## config.mk

```make
export PLATFORM = sky130hd
export DESIGN_NAME = loop_time_stats_monitor_flat
export DESIGN_NICKNAME = d
export VERILOG_FILES = /design/src/rtl/ltsm_pkg.sv /design/src/rtl/ltsm_req_if.sv /design/src/rtl/ltsm_stats_core.sv /design/src/rtl/ltsm_out_reg.sv /design/src/rtl/loop_time_stats_monitor.sv /design/src/flat_wrapper.sv
export SDC_FILE = /design/constraint.sdc
export NUM_CORES = 2
export LEC_CHECK = 0
export BUFFER_PORTS_ARGS = -buffer_cell sky130_fd_sc_hd__buf_4
export CAP_MARGIN = 30
export CORE_MARGIN = 2
export CORE_UTILIZATION = 25
export DETAILED_ROUTE_END_ITERATION = 8
export REMOVE_ABC_BUFFERS = 1
export SLEW_MARGIN = 40
export SYNTH_ARGS = -nofsm -noshare
export SYNTH_HDL_FRONTEND = slang
export SYNTH_SLANG_ARGS = --single-unit
```

## constraint.sdc

```tcl
create_clock -name i_clk -period 17 [get_ports i_clk]
set_clock_uncertainty 0.15 [all_clocks]
set_input_delay 0 -clock i_clk [delete_from_list [all_inputs] [get_ports i_clk]]
set_output_delay 0 -clock i_clk [all_outputs]
set_load 0.005 [all_outputs]
```

## src/rtl/ltsm_pkg.sv

```systemverilog
// Shared types and constants for the loop time statistics monitor.
package ltsm_pkg;

    localparam int unsigned TIME_W   = 32;
    localparam int unsigned JIT_W    = 40;
    localparam int unsigned FRAC_W   = 8;
    localparam int unsigned COEF_W   = 16;
    localparam int unsigned OVH_W    = 8;

    localparam logic [COEF_W-1:0] COEF_NEW     = 16'd13107;
    localparam logic [OVH_W-1:0]  OVERHEAD_RST = 8'd2;
    localparam logic [TIME_W-1:0] TIME_ONES    = {TIME_W{1'b1}};

    typedef enum logic [1:0] {
        REQ_ENTER = 2'd0,
        REQ_EXIT  = 2'd1,
        REQ_EPOCH = 2'd2
    } t_req_kind;

    typedef struct packed {
        logic [TIME_W-1:0] last_loop_us;
        logic [TIME_W-1:0] min_loop_us;
        logic [TIME_W-1:0] max_loop_us;
        logic [TIME_W-1:0] sum_loop_us;
        logic [TIME_W-1:0] loops_seen;
        logic [JIT_W-1:0]  jitter_q8;
    } t_stats;

endpackage

```

## src/rtl/ltsm_req_if.sv

```systemverilog
// Handshake channels for event items and statistics items.
interface ltsm_req_if;
    logic        valid;
    logic        ready;
    logic [1:0]  req_type;
    logic [31:0] timestamp_us;

    modport source (output valid, output req_type, output timestamp_us, input ready);
    modport sink   (input valid, input req_type, input timestamp_us, output ready);
endinterface

interface ltsm_res_if;
    logic        valid;
    logic        ready;
    logic [31:0] last_loop_us;
    logic [31:0] min_loop_us;
    logic [31:0] max_loop_us;
    logic [31:0] sum_loop_us;
    logic [31:0] loops_seen;
    logic [39:0] jitter_q8;

    modport source (output valid, output last_loop_us, output min_loop_us,
                    output max_loop_us, output sum_loop_us, output loops_seen,
                    output jitter_q8, input ready);
    modport sink   (input valid, input last_loop_us, input min_loop_us,
                    input max_loop_us, input sum_loop_us, input loops_seen,
                    input jitter_q8, output ready);
endinterface

```

## src/rtl/ltsm_stats_core.sv

```systemverilog
// Statistics state registers and their combinational update for one event.
module ltsm_stats_core (
    input  logic                        i_clk,
    input  logic                        i_rst_n,
    input  logic                        i_en,
    input  logic [1:0]                  i_kind,
    input  logic [ltsm_pkg::TIME_W-1:0] i_ts,
    input  logic [ltsm_pkg::OVH_W-1:0]  i_overhead,
    output ltsm_pkg::t_stats            o_next
);
    import ltsm_pkg::*;

    localparam int unsigned DIFF_W = JIT_W + 1;
    localparam int unsigned PROD_W = DIFF_W + COEF_W + 1;
    localparam int unsigned ACC_W  = PROD_W + 1;

    logic [TIME_W-1:0] r_start;
    t_stats            r_st;
    logic [TIME_W-1:0] n_start;
    t_stats            n_st;

    logic [TIME_W-1:0]        elapsed_raw;
    logic [TIME_W-1:0]        elapsed;
    logic [TIME_W-1:0]        delta;
    logic signed [DIFF_W-1:0] jit_diff;
    logic signed [PROD_W-1:0] jit_prod;
    logic signed [ACC_W-1:0]  jit_acc;
    logic [JIT_W-1:0]         jit_new;

    always_comb begin
        elapsed_raw = i_ts - r_start;
        if (elapsed_raw > TIME_W'(i_overhead)) begin
            elapsed = elapsed_raw - TIME_W'(i_overhead);
        end else begin
            elapsed = elapsed_raw;
        end
        delta = (elapsed > r_st.last_loop_us) ? (elapsed - r_st.last_loop_us)
                                              : (r_st.last_loop_us - elapsed);
        // 0.2*d + 0.8*j == j + 0.2*(d - j), one constant multiply
        jit_diff = $signed({1'b0, delta, {FRAC_W{1'b0}}}) - $signed({1'b0, r_st.jitter_q8});
        jit_prod = $signed({1'b0, COEF_NEW}) * jit_diff;
        jit_acc  = $signed({1'b0, r_st.jitter_q8, {COEF_W{1'b0}}}) + ACC_W'(jit_prod);
        jit_new  = jit_acc[COEF_W +: JIT_W];
    end

    always_comb begin
        n_start = r_start;
        n_st    = r_st;
        case (t_req_kind'(i_kind))
            REQ_ENTER: begin
                n_start = i_ts;
            end
            REQ_EXIT: begin
                if (r_st.loops_seen != '0) begin
                    n_st.jitter_q8 = jit_new;
                end
                n_st.last_loop_us = elapsed;
                n_st.sum_loop_us  = r_st.sum_loop_us + elapsed;
                n_st.loops_seen   = r_st.loops_seen + TIME_W'(1);
                if (elapsed < r_st.min_loop_us) begin
                    n_st.min_loop_us = elapsed;
                end
                if (elapsed > r_st.max_loop_us) begin
                    n_st.max_loop_us = elapsed;
                end
            end
            REQ_EPOCH: begin
                n_st.sum_loop_us = '0;
                n_st.loops_seen  = '0;
                n_st.min_loop_us = TIME_ONES;
                n_st.max_loop_us = '0;
            end
            default: begin
            end
        endcase
    end

    assign o_next = n_st;

    always_ff @(posedge i_clk) begin
        if (!i_rst_n) begin
            r_start           <= '0;
            r_st.last_loop_us <= '0;
            r_st.min_loop_us  <= TIME_ONES;
            r_st.max_loop_us  <= '0;
            r_st.sum_loop_us  <= '0;
            r_st.loops_seen   <= '0;
            r_st.jitter_q8    <= '0;
        end else if (i_en) begin
            r_start <= n_start;
            r_st    <= n_st;
        end
    end

    a_min_le_max: assert property (@(posedge i_clk) disable iff (!i_rst_n)
        (r_st.loops_seen != '0) |-> (r_st.min_loop_us <= r_st.max_loop_us))
        else $error("min above max with loops recorded");

    a_epoch_clear: assert property (@(posedge i_clk) disable iff (!i_rst_n)
        (i_en && i_kind == REQ_EPOCH) |=>
        (r_st.loops_seen == '0 && r_st.min_loop_us == TIME_ONES && r_st.max_loop_us == '0))
        else $error("epoch reset left statistics");

    a_exit_count: assert property (@(posedge i_clk) disable iff (!i_rst_n)
        (i_en && i_kind == REQ_EXIT) |=>
        (r_st.loops_seen == $past(r_st.loops_seen) + TIME_W'(1)))
        else $error("loop count not advanced on exit");

endmodule

```

## src/rtl/ltsm_out_reg.sv

```systemverilog
// Result register that holds one statistics item until the receiver takes it.
module ltsm_out_reg (
    input  logic            i_clk,
    input  logic            i_rst_n,
    input  logic            i_load,
    input  ltsm_pkg::t_stats i_data,
    output logic            o_can_load,
    ltsm_res_if.source      o_res
);
    import ltsm_pkg::*;

    logic   r_valid;
    t_stats r_data;

    assign o_can_load = !r_valid || o_res.ready;

    always_ff @(posedge i_clk) begin
        if (!i_rst_n) begin
            r_valid <= 1'b0;
        end else if (o_can_load) begin
            r_valid <= i_load;
        end
    end

    always_ff @(posedge i_clk) begin
        if (i_load && o_can_load) begin
            r_data <= i_data;
        end
    end

    assign o_res.valid        = r_valid;
    assign o_res.last_loop_us = r_data.last_loop_us;
    assign o_res.min_loop_us  = r_data.min_loop_us;
    assign o_res.max_loop_us  = r_data.max_loop_us;
    assign o_res.sum_loop_us  = r_data.sum_loop_us;
    assign o_res.loops_seen   = r_data.loops_seen;
    assign o_res.jitter_q8    = r_data.jitter_q8;

endmodule

```

## src/rtl/loop_time_stats_monitor.sv

```systemverilog
// Top level of the loop time statistics monitor.
// Usage:
//   i_req carries event items: req_type (0 loop enter, 1 loop exit, 2 epoch
//   reset) and a free-running 32-bit microsecond timestamp_us.
//   o_res carries one statistics item per event: last, min, max, total,
//   loop count and jitter (Q32.8), all as they stand after that event.
//   i_cfg_wr_en / i_cfg_wr_data write the 8-bit probe overhead; write it
//   only while no items are in flight.
// Timing:
//   An item is registered in the input register when it is accepted; its
//   statistics are computed from that register and land in the result
//   register, which raises o_res.valid. One item per cycle is sustained
//   while o_res is not stalled; the state update (subtract, compare, one
//   constant multiply) is combinational.
// Reset and stall:
//   Synchronous reset empties both registers, sets overhead to 2, min to all
//   ones and every other statistic and the start time to zero. When o_res is
//   stalled the result register holds, the input register holds its item and
//   i_req.ready drops once both are full.
module loop_time_stats_monitor (
    input  logic                       i_clk,
    input  logic                       i_rst_n,
    input  logic                       i_cfg_wr_en,
    input  logic [ltsm_pkg::OVH_W-1:0] i_cfg_wr_data,
    ltsm_req_if.sink                   i_req,
    ltsm_res_if.source                 o_res
);
    import ltsm_pkg::*;

    logic              r_in_valid;
    logic [1:0]        r_in_kind;
    logic [TIME_W-1:0] r_in_ts;
    logic [OVH_W-1:0]  r_overhead;

    logic   advance;
    logic   step;
    t_stats stats_next;

    assign step         = r_in_valid && advance;
    assign i_req.ready  = !r_in_valid || advance;

    always_ff @(posedge i_clk) begin
        if (!i_rst_n) begin
            r_in_valid <= 1'b0;
            r_overhead <= OVERHEAD_RST;
        end else begin
            if (i_req.ready) begin
                r_in_valid <= i_req.valid;
            end
            if (i_cfg_wr_en) begin
                r_overhead <= i_cfg_wr_data;
            end
        end
    end

    always_ff @(posedge i_clk) begin
        if (i_req.valid && i_req.ready) begin
            r_in_kind <= i_req.req_type;
            r_in_ts   <= i_req.timestamp_us;
        end
    end

    ltsm_stats_core u_core (
        .i_clk      (i_clk),
        .i_rst_n    (i_rst_n),
        .i_en       (step),
        .i_kind     (r_in_kind),
        .i_ts       (r_in_ts),
        .i_overhead (r_overhead),
        .o_next     (stats_next)
    );

    ltsm_out_reg u_out (
        .i_clk      (i_clk),
        .i_rst_n    (i_rst_n),
        .i_load     (r_in_valid),
        .i_data     (stats_next),
        .o_can_load (advance),
        .o_res      (o_res)
    );

endmodule
```

## src/flat_wrapper.sv

```systemverilog
// flat-port wrapper written by rule: the top's interface ports become plain ports
module loop_time_stats_monitor_flat import ltsm_pkg::*;
  (i_clk, i_rst_n, i_cfg_wr_en, i_cfg_wr_data, i_req_valid, i_req_req_type, i_req_timestamp_us, i_req_ready, o_res_valid, o_res_last_loop_us, o_res_min_loop_us, o_res_max_loop_us, o_res_sum_loop_us, o_res_loops_seen, o_res_jitter_q8, o_res_ready);
  ltsm_req_if i_req_i ();
  ltsm_res_if o_res_i ();
  input  logic i_clk;
  input  logic i_rst_n;
  input  logic i_cfg_wr_en;
  input  logic [ltsm_pkg::OVH_W-1:0] i_cfg_wr_data;
  input wire logic [$bits(i_req_i.valid)-1:0] i_req_valid;
  input wire logic [$bits(i_req_i.req_type)-1:0] i_req_req_type;
  input wire logic [$bits(i_req_i.timestamp_us)-1:0] i_req_timestamp_us;
  output wire logic [$bits(i_req_i.ready)-1:0] i_req_ready;
  output wire logic [$bits(o_res_i.valid)-1:0] o_res_valid;
  output wire logic [$bits(o_res_i.last_loop_us)-1:0] o_res_last_loop_us;
  output wire logic [$bits(o_res_i.min_loop_us)-1:0] o_res_min_loop_us;
  output wire logic [$bits(o_res_i.max_loop_us)-1:0] o_res_max_loop_us;
  output wire logic [$bits(o_res_i.sum_loop_us)-1:0] o_res_sum_loop_us;
  output wire logic [$bits(o_res_i.loops_seen)-1:0] o_res_loops_seen;
  output wire logic [$bits(o_res_i.jitter_q8)-1:0] o_res_jitter_q8;
  input wire logic [$bits(o_res_i.ready)-1:0] o_res_ready;
  assign i_req_i.valid = i_req_valid;
  assign i_req_i.req_type = i_req_req_type;
  assign i_req_i.timestamp_us = i_req_timestamp_us;
  assign i_req_ready = i_req_i.ready;
  assign o_res_valid = o_res_i.valid;
  assign o_res_last_loop_us = o_res_i.last_loop_us;
  assign o_res_min_loop_us = o_res_i.min_loop_us;
  assign o_res_max_loop_us = o_res_i.max_loop_us;
  assign o_res_sum_loop_us = o_res_i.sum_loop_us;
  assign o_res_loops_seen = o_res_i.loops_seen;
  assign o_res_jitter_q8 = o_res_i.jitter_q8;
  assign o_res_i.ready = o_res_ready;
  loop_time_stats_monitor u_core (.i_clk(i_clk), .i_rst_n(i_rst_n), .i_cfg_wr_en(i_cfg_wr_en), .i_cfg_wr_data(i_cfg_wr_data), .i_req(i_req_i), .o_res(o_res_i));
endmodule
```

==> run_results.csv <==
group,metric,value,unit
worst_setup_path,cpMaxStageDelayCell,"or4b_4",
placed_design,port_buffers,248,
global_route,grt_max_degree,80,
worst_setup_path,slowest_delay,560,ps
detailed_routing,dr.pass1.iters,5,
synth,syn-mean-instance-area,8.99,sq um
finish,nNetsFinal,5539,
synth,async_flop_share,0,
clock_network,cts_tree,"done",
synth,synth-edff-count,234,
clock_network,cts.htree.levels,2,
worst_setup_path,arrival,16340,ps
global_route,grt_antenna_before_repair,2,
flow_run,max_cap_violations,0,
timing,period_share,0.948,
placed_design,dpl.cell_count,6827,
worst_setup_path,cp-start-kind,"flop",
worst_setup_path,r2r_cells,59,
detailed_routing,viasPerCell,4.71,
synth,synth_cell_types,84,
clock_network,path_clk_slew,60,ps
timing,slew_viol_final,0,
timing,setup_viol,0,
worst_setup_path,ff2ff_setup_slack,890,ps
synth,netlist_area,40300,sq um
detailed_routing,drtIter0Drc,2315,
worst_setup_path,r2r_end,"u_core.u_out.o_res.jitter_q8[30]",
timing,post-route-min-period,16110,ps
synth,ys_warn_count,0,
clock_network,clk_latency,670,ps
finish,syn_to_final_growth,19.2,%
outcome,status,"finished, final reports clean",
detailed_routing,drc,0,
finish,fin_cells,7031,
worst_setup_path,crit_top_cell,"ha_1",
placed_design,dpl.hpwl,106000,microns
finish,drive_gt1_frac,0.113,
synth,ys_ff_latch,476,
synth,synth_ff_type,"dfxtp_1",
die,io_pins,249,
timing,final-hold-violation-count,0,
clock_network,cts-root-buf,"clkbuf_16",
timing,tightest_slew,872,ps
timing,slew-limit-headroom,0.413,
global_route,grt_overflow_total,0,
worst_setup_path,cp_data_required_time,17230,ps
die,coreArea,160000,sq um
min_path,min-delay-start,"o_res_ready",
clock_network,cts_made_buffers,56,
worst_setup_path,cp_num_buf_inv,7,
timing,rsz0062_at_grt,"false",
synth,ys_seq_area_frac,0.295,
placed_design,gp_congestion,0.913,
min_path,min_to,"u_core.u_out.o_res.valid",
detailed_routing,wire_per_inst,18.9,microns
worst_setup_path,r2r-start,"u_core.r_in_ts[0]",
detailed_routing,wirelength,133000,microns
clock_network,cts.sinks,476,
die,row_count,147,
global_route,grt_first_pass_wirelength,200000,microns
timing,setup_tns,0,ps
die,die_x,406,microns
min_path,worstHoldPathCells,5,
worst_setup_path,crit_family,"adder cells",
global_route,grt_usage,0.158,
worst_setup_path,path_max_fanout,14,
global_route,grt_pass1_vias,32703,
die,initial_core_util,0.251,
clock_network,clockBufferDepth,3,
detailed_routing,vias,33145,
worst_setup_path,crit_type,"reg -> reg",
synth,synth_cells,4485,
detailed_routing,antenna_left,0,
min_path,hold_class,"in -> reg",
timing,fmax,62.1,MHz
die,die_y,406,microns
die,die-area,164000,sq um
worst_setup_path,cp-end-kind,"flop",
-- per-stage QoR --
step | util | hold WS, ps | setup slack, ps | cell area [sq um]
3_5_place_dp | 0.281 | 29.4 | 415 | 45100
5_1_grt | 0.300 | 92.0 | 19.9 | 48000
6_report | 0.300 | 63.8 | 887 | 48000
3_3_place_gp | 0.281 | 29.0 | 611 | 45000
4_1_cts | 0.299 | 10.5 | 346 | 47900
2_1_floorplan | - | -51.4 | -767 | 39600
-- sequential cells by signal, indices dropped and copies added (netlist names), 2 cells and up --
register,cells
u_core.u_out.o_res.loops_seen,32
u_core.u_out.o_res.max_loop_us,32
u_core.u_core.r_start,32
u_core.u_out.o_res.min_loop_us,32
u_core.u_core.r_st,200
u_core.u_out.o_res.jitter_q8,40
u_core.u_out.o_res.last_loop_us,32
u_core.u_out.o_res.sum_loop_us,32
u_core.r_in_ts,32
u_core.r_in_kind,2
u_core.r_overhead,8
-- metal layers --
layer,GRT usage,wire length [microns],vias to the layer above
met4,0.0421,3490,0
met2,0.268,63200,913
met1,0.209,59100,16051
met5,0,0,-
li1,-,-,16031
met3,0.0199,6690,150
-- cells in the mapped netlist (all sizes together), types with 7 or more instances --
master	n	area [sq um]
a211o	7	61.3
a211oi	62	465
a21boi	17	128
a21o	145	1090
a21oi	398	2000
a221o	49	490
a22oi	7	52.6
a31o	8	70.1
a31oi	17	106
and2	31	194
and3	23	144
buf	37	219
clkbuf	134	503
dfxtp	242	4840
edfxtp	234	7030
fa	236	4720
ha	433	5420
inv	652	2450
mux2	26	293
mux2i	28	303
nand2	418	1570
nand2b	43	269
nand3	60	315
nand4	53	332
nor2	237	890
nor2b	34	213
nor3	41	205
nor3b	14	105
nor4	20	140
o211a	7	70.1
o211ai	17	128
o21a	50	375
o21ai	252	1260
o21bai	45	338
o22ai	20	125
o31ai	14	105
or2	10	62.6
or3	15	93.8
xnor2	131	1180
xor2	145	1290
-- logic make-up (layout without fill, tap and decap cells) --
family / after synthesis / after routing / synth area share
AOI/OAI and AO/OA: 1163 / 1163 / 0.181
and+or+nand+nor: 1022 / 1022 / 0.117
buffers and inverters: 824 / 1208 / 0.0787
adders and majority gates: 669 / 669 / 0.252
DFF: 476 / 476 / 0.295
xor gates and xnor gates: 277 / 277 / 0.0619
muxes: 54 / 54 / 0.0148
other: 0 / 2 / 0
-- worst max-delay path by stage --
stage                                  endpoint  cells past startpoint               from
2_1_floorplan  u_core.u_out.o_res.jitter_q8[38]                     57  u_core.r_in_ts[0]
3_3_place_gp   u_core.u_out.o_res.jitter_q8[29]                     58  u_core.r_in_ts[0]
3_5_place_dp   u_core.u_out.o_res.jitter_q8[29]                     58  u_core.r_in_ts[0]
4_1_cts        u_core.u_out.o_res.jitter_q8[29]                     58  u_core.r_in_ts[0]
5_1_grt        u_core.u_out.o_res.jitter_q8[30]                     64  u_core.r_in_ts[0]
6_report       u_core.u_out.o_res.jitter_q8[30]                     59  u_core.r_in_ts[0]
-- tightest hold or removal path: stages --
cell and delay (ps):
dlygate4sd3_1 530, buf_4 100, nor2b_1 60, nor2_1 90, nor2_1 50
-- placed cells by master (no fill, tap or decap), drive strengths merged, types with 18 or more instances in the layout --
cell | synthesis | layout
nor4 | 20 | 20
a21oi | 398 | 398
edfxtp | 234 | 234
nand2 | 418 | 418
o22ai | 20 | 20
fa | 236 | 236
o21ai | 252 | 252
and3 | 23 | 23
nor3 | 41 | 41
o21bai | 45 | 45
mux2i | 28 | 28
a211oi | 62 | 62
xor2 | 145 | 145
a221o | 49 | 49
nand4 | 53 | 53
dlygate4sd3 | 0 | 97
nor2 | 237 | 237
and2 | 31 | 31
clkinv | 1 | 18
dfxtp | 242 | 242
nand2b | 43 | 43
xnor2 | 131 | 131
ha | 433 | 433
buf | 37 | 354
o21a | 50 | 50
nand3 | 60 | 60
a21o | 145 | 145
mux2 | 26 | 26
nor2b | 34 | 34
inv | 652 | 661
clkbuf | 134 | 65
-- cell type report --
type,count,area [sq um]
inverter,653,2460
sequential,476,11900
clock inverter,39,397
fill,16928,112000
timing repair buffer,451,3660
antenna,2,5.00
tap,2160,2700
multi-input combinational,3185,25500
clock buffer,65,1490
-- repair_timing --
item                                   CTS  global route
setup endpoints to repair                0            50
gates resized for setup                  0            21
buffers inserted                         0             1
hold buffers                            97             0
endpoints found under the hold margin  136             0
Power is not shown: default switching activity piles up to over one toggle a cycle in this logic, so the estimate is an artifact.
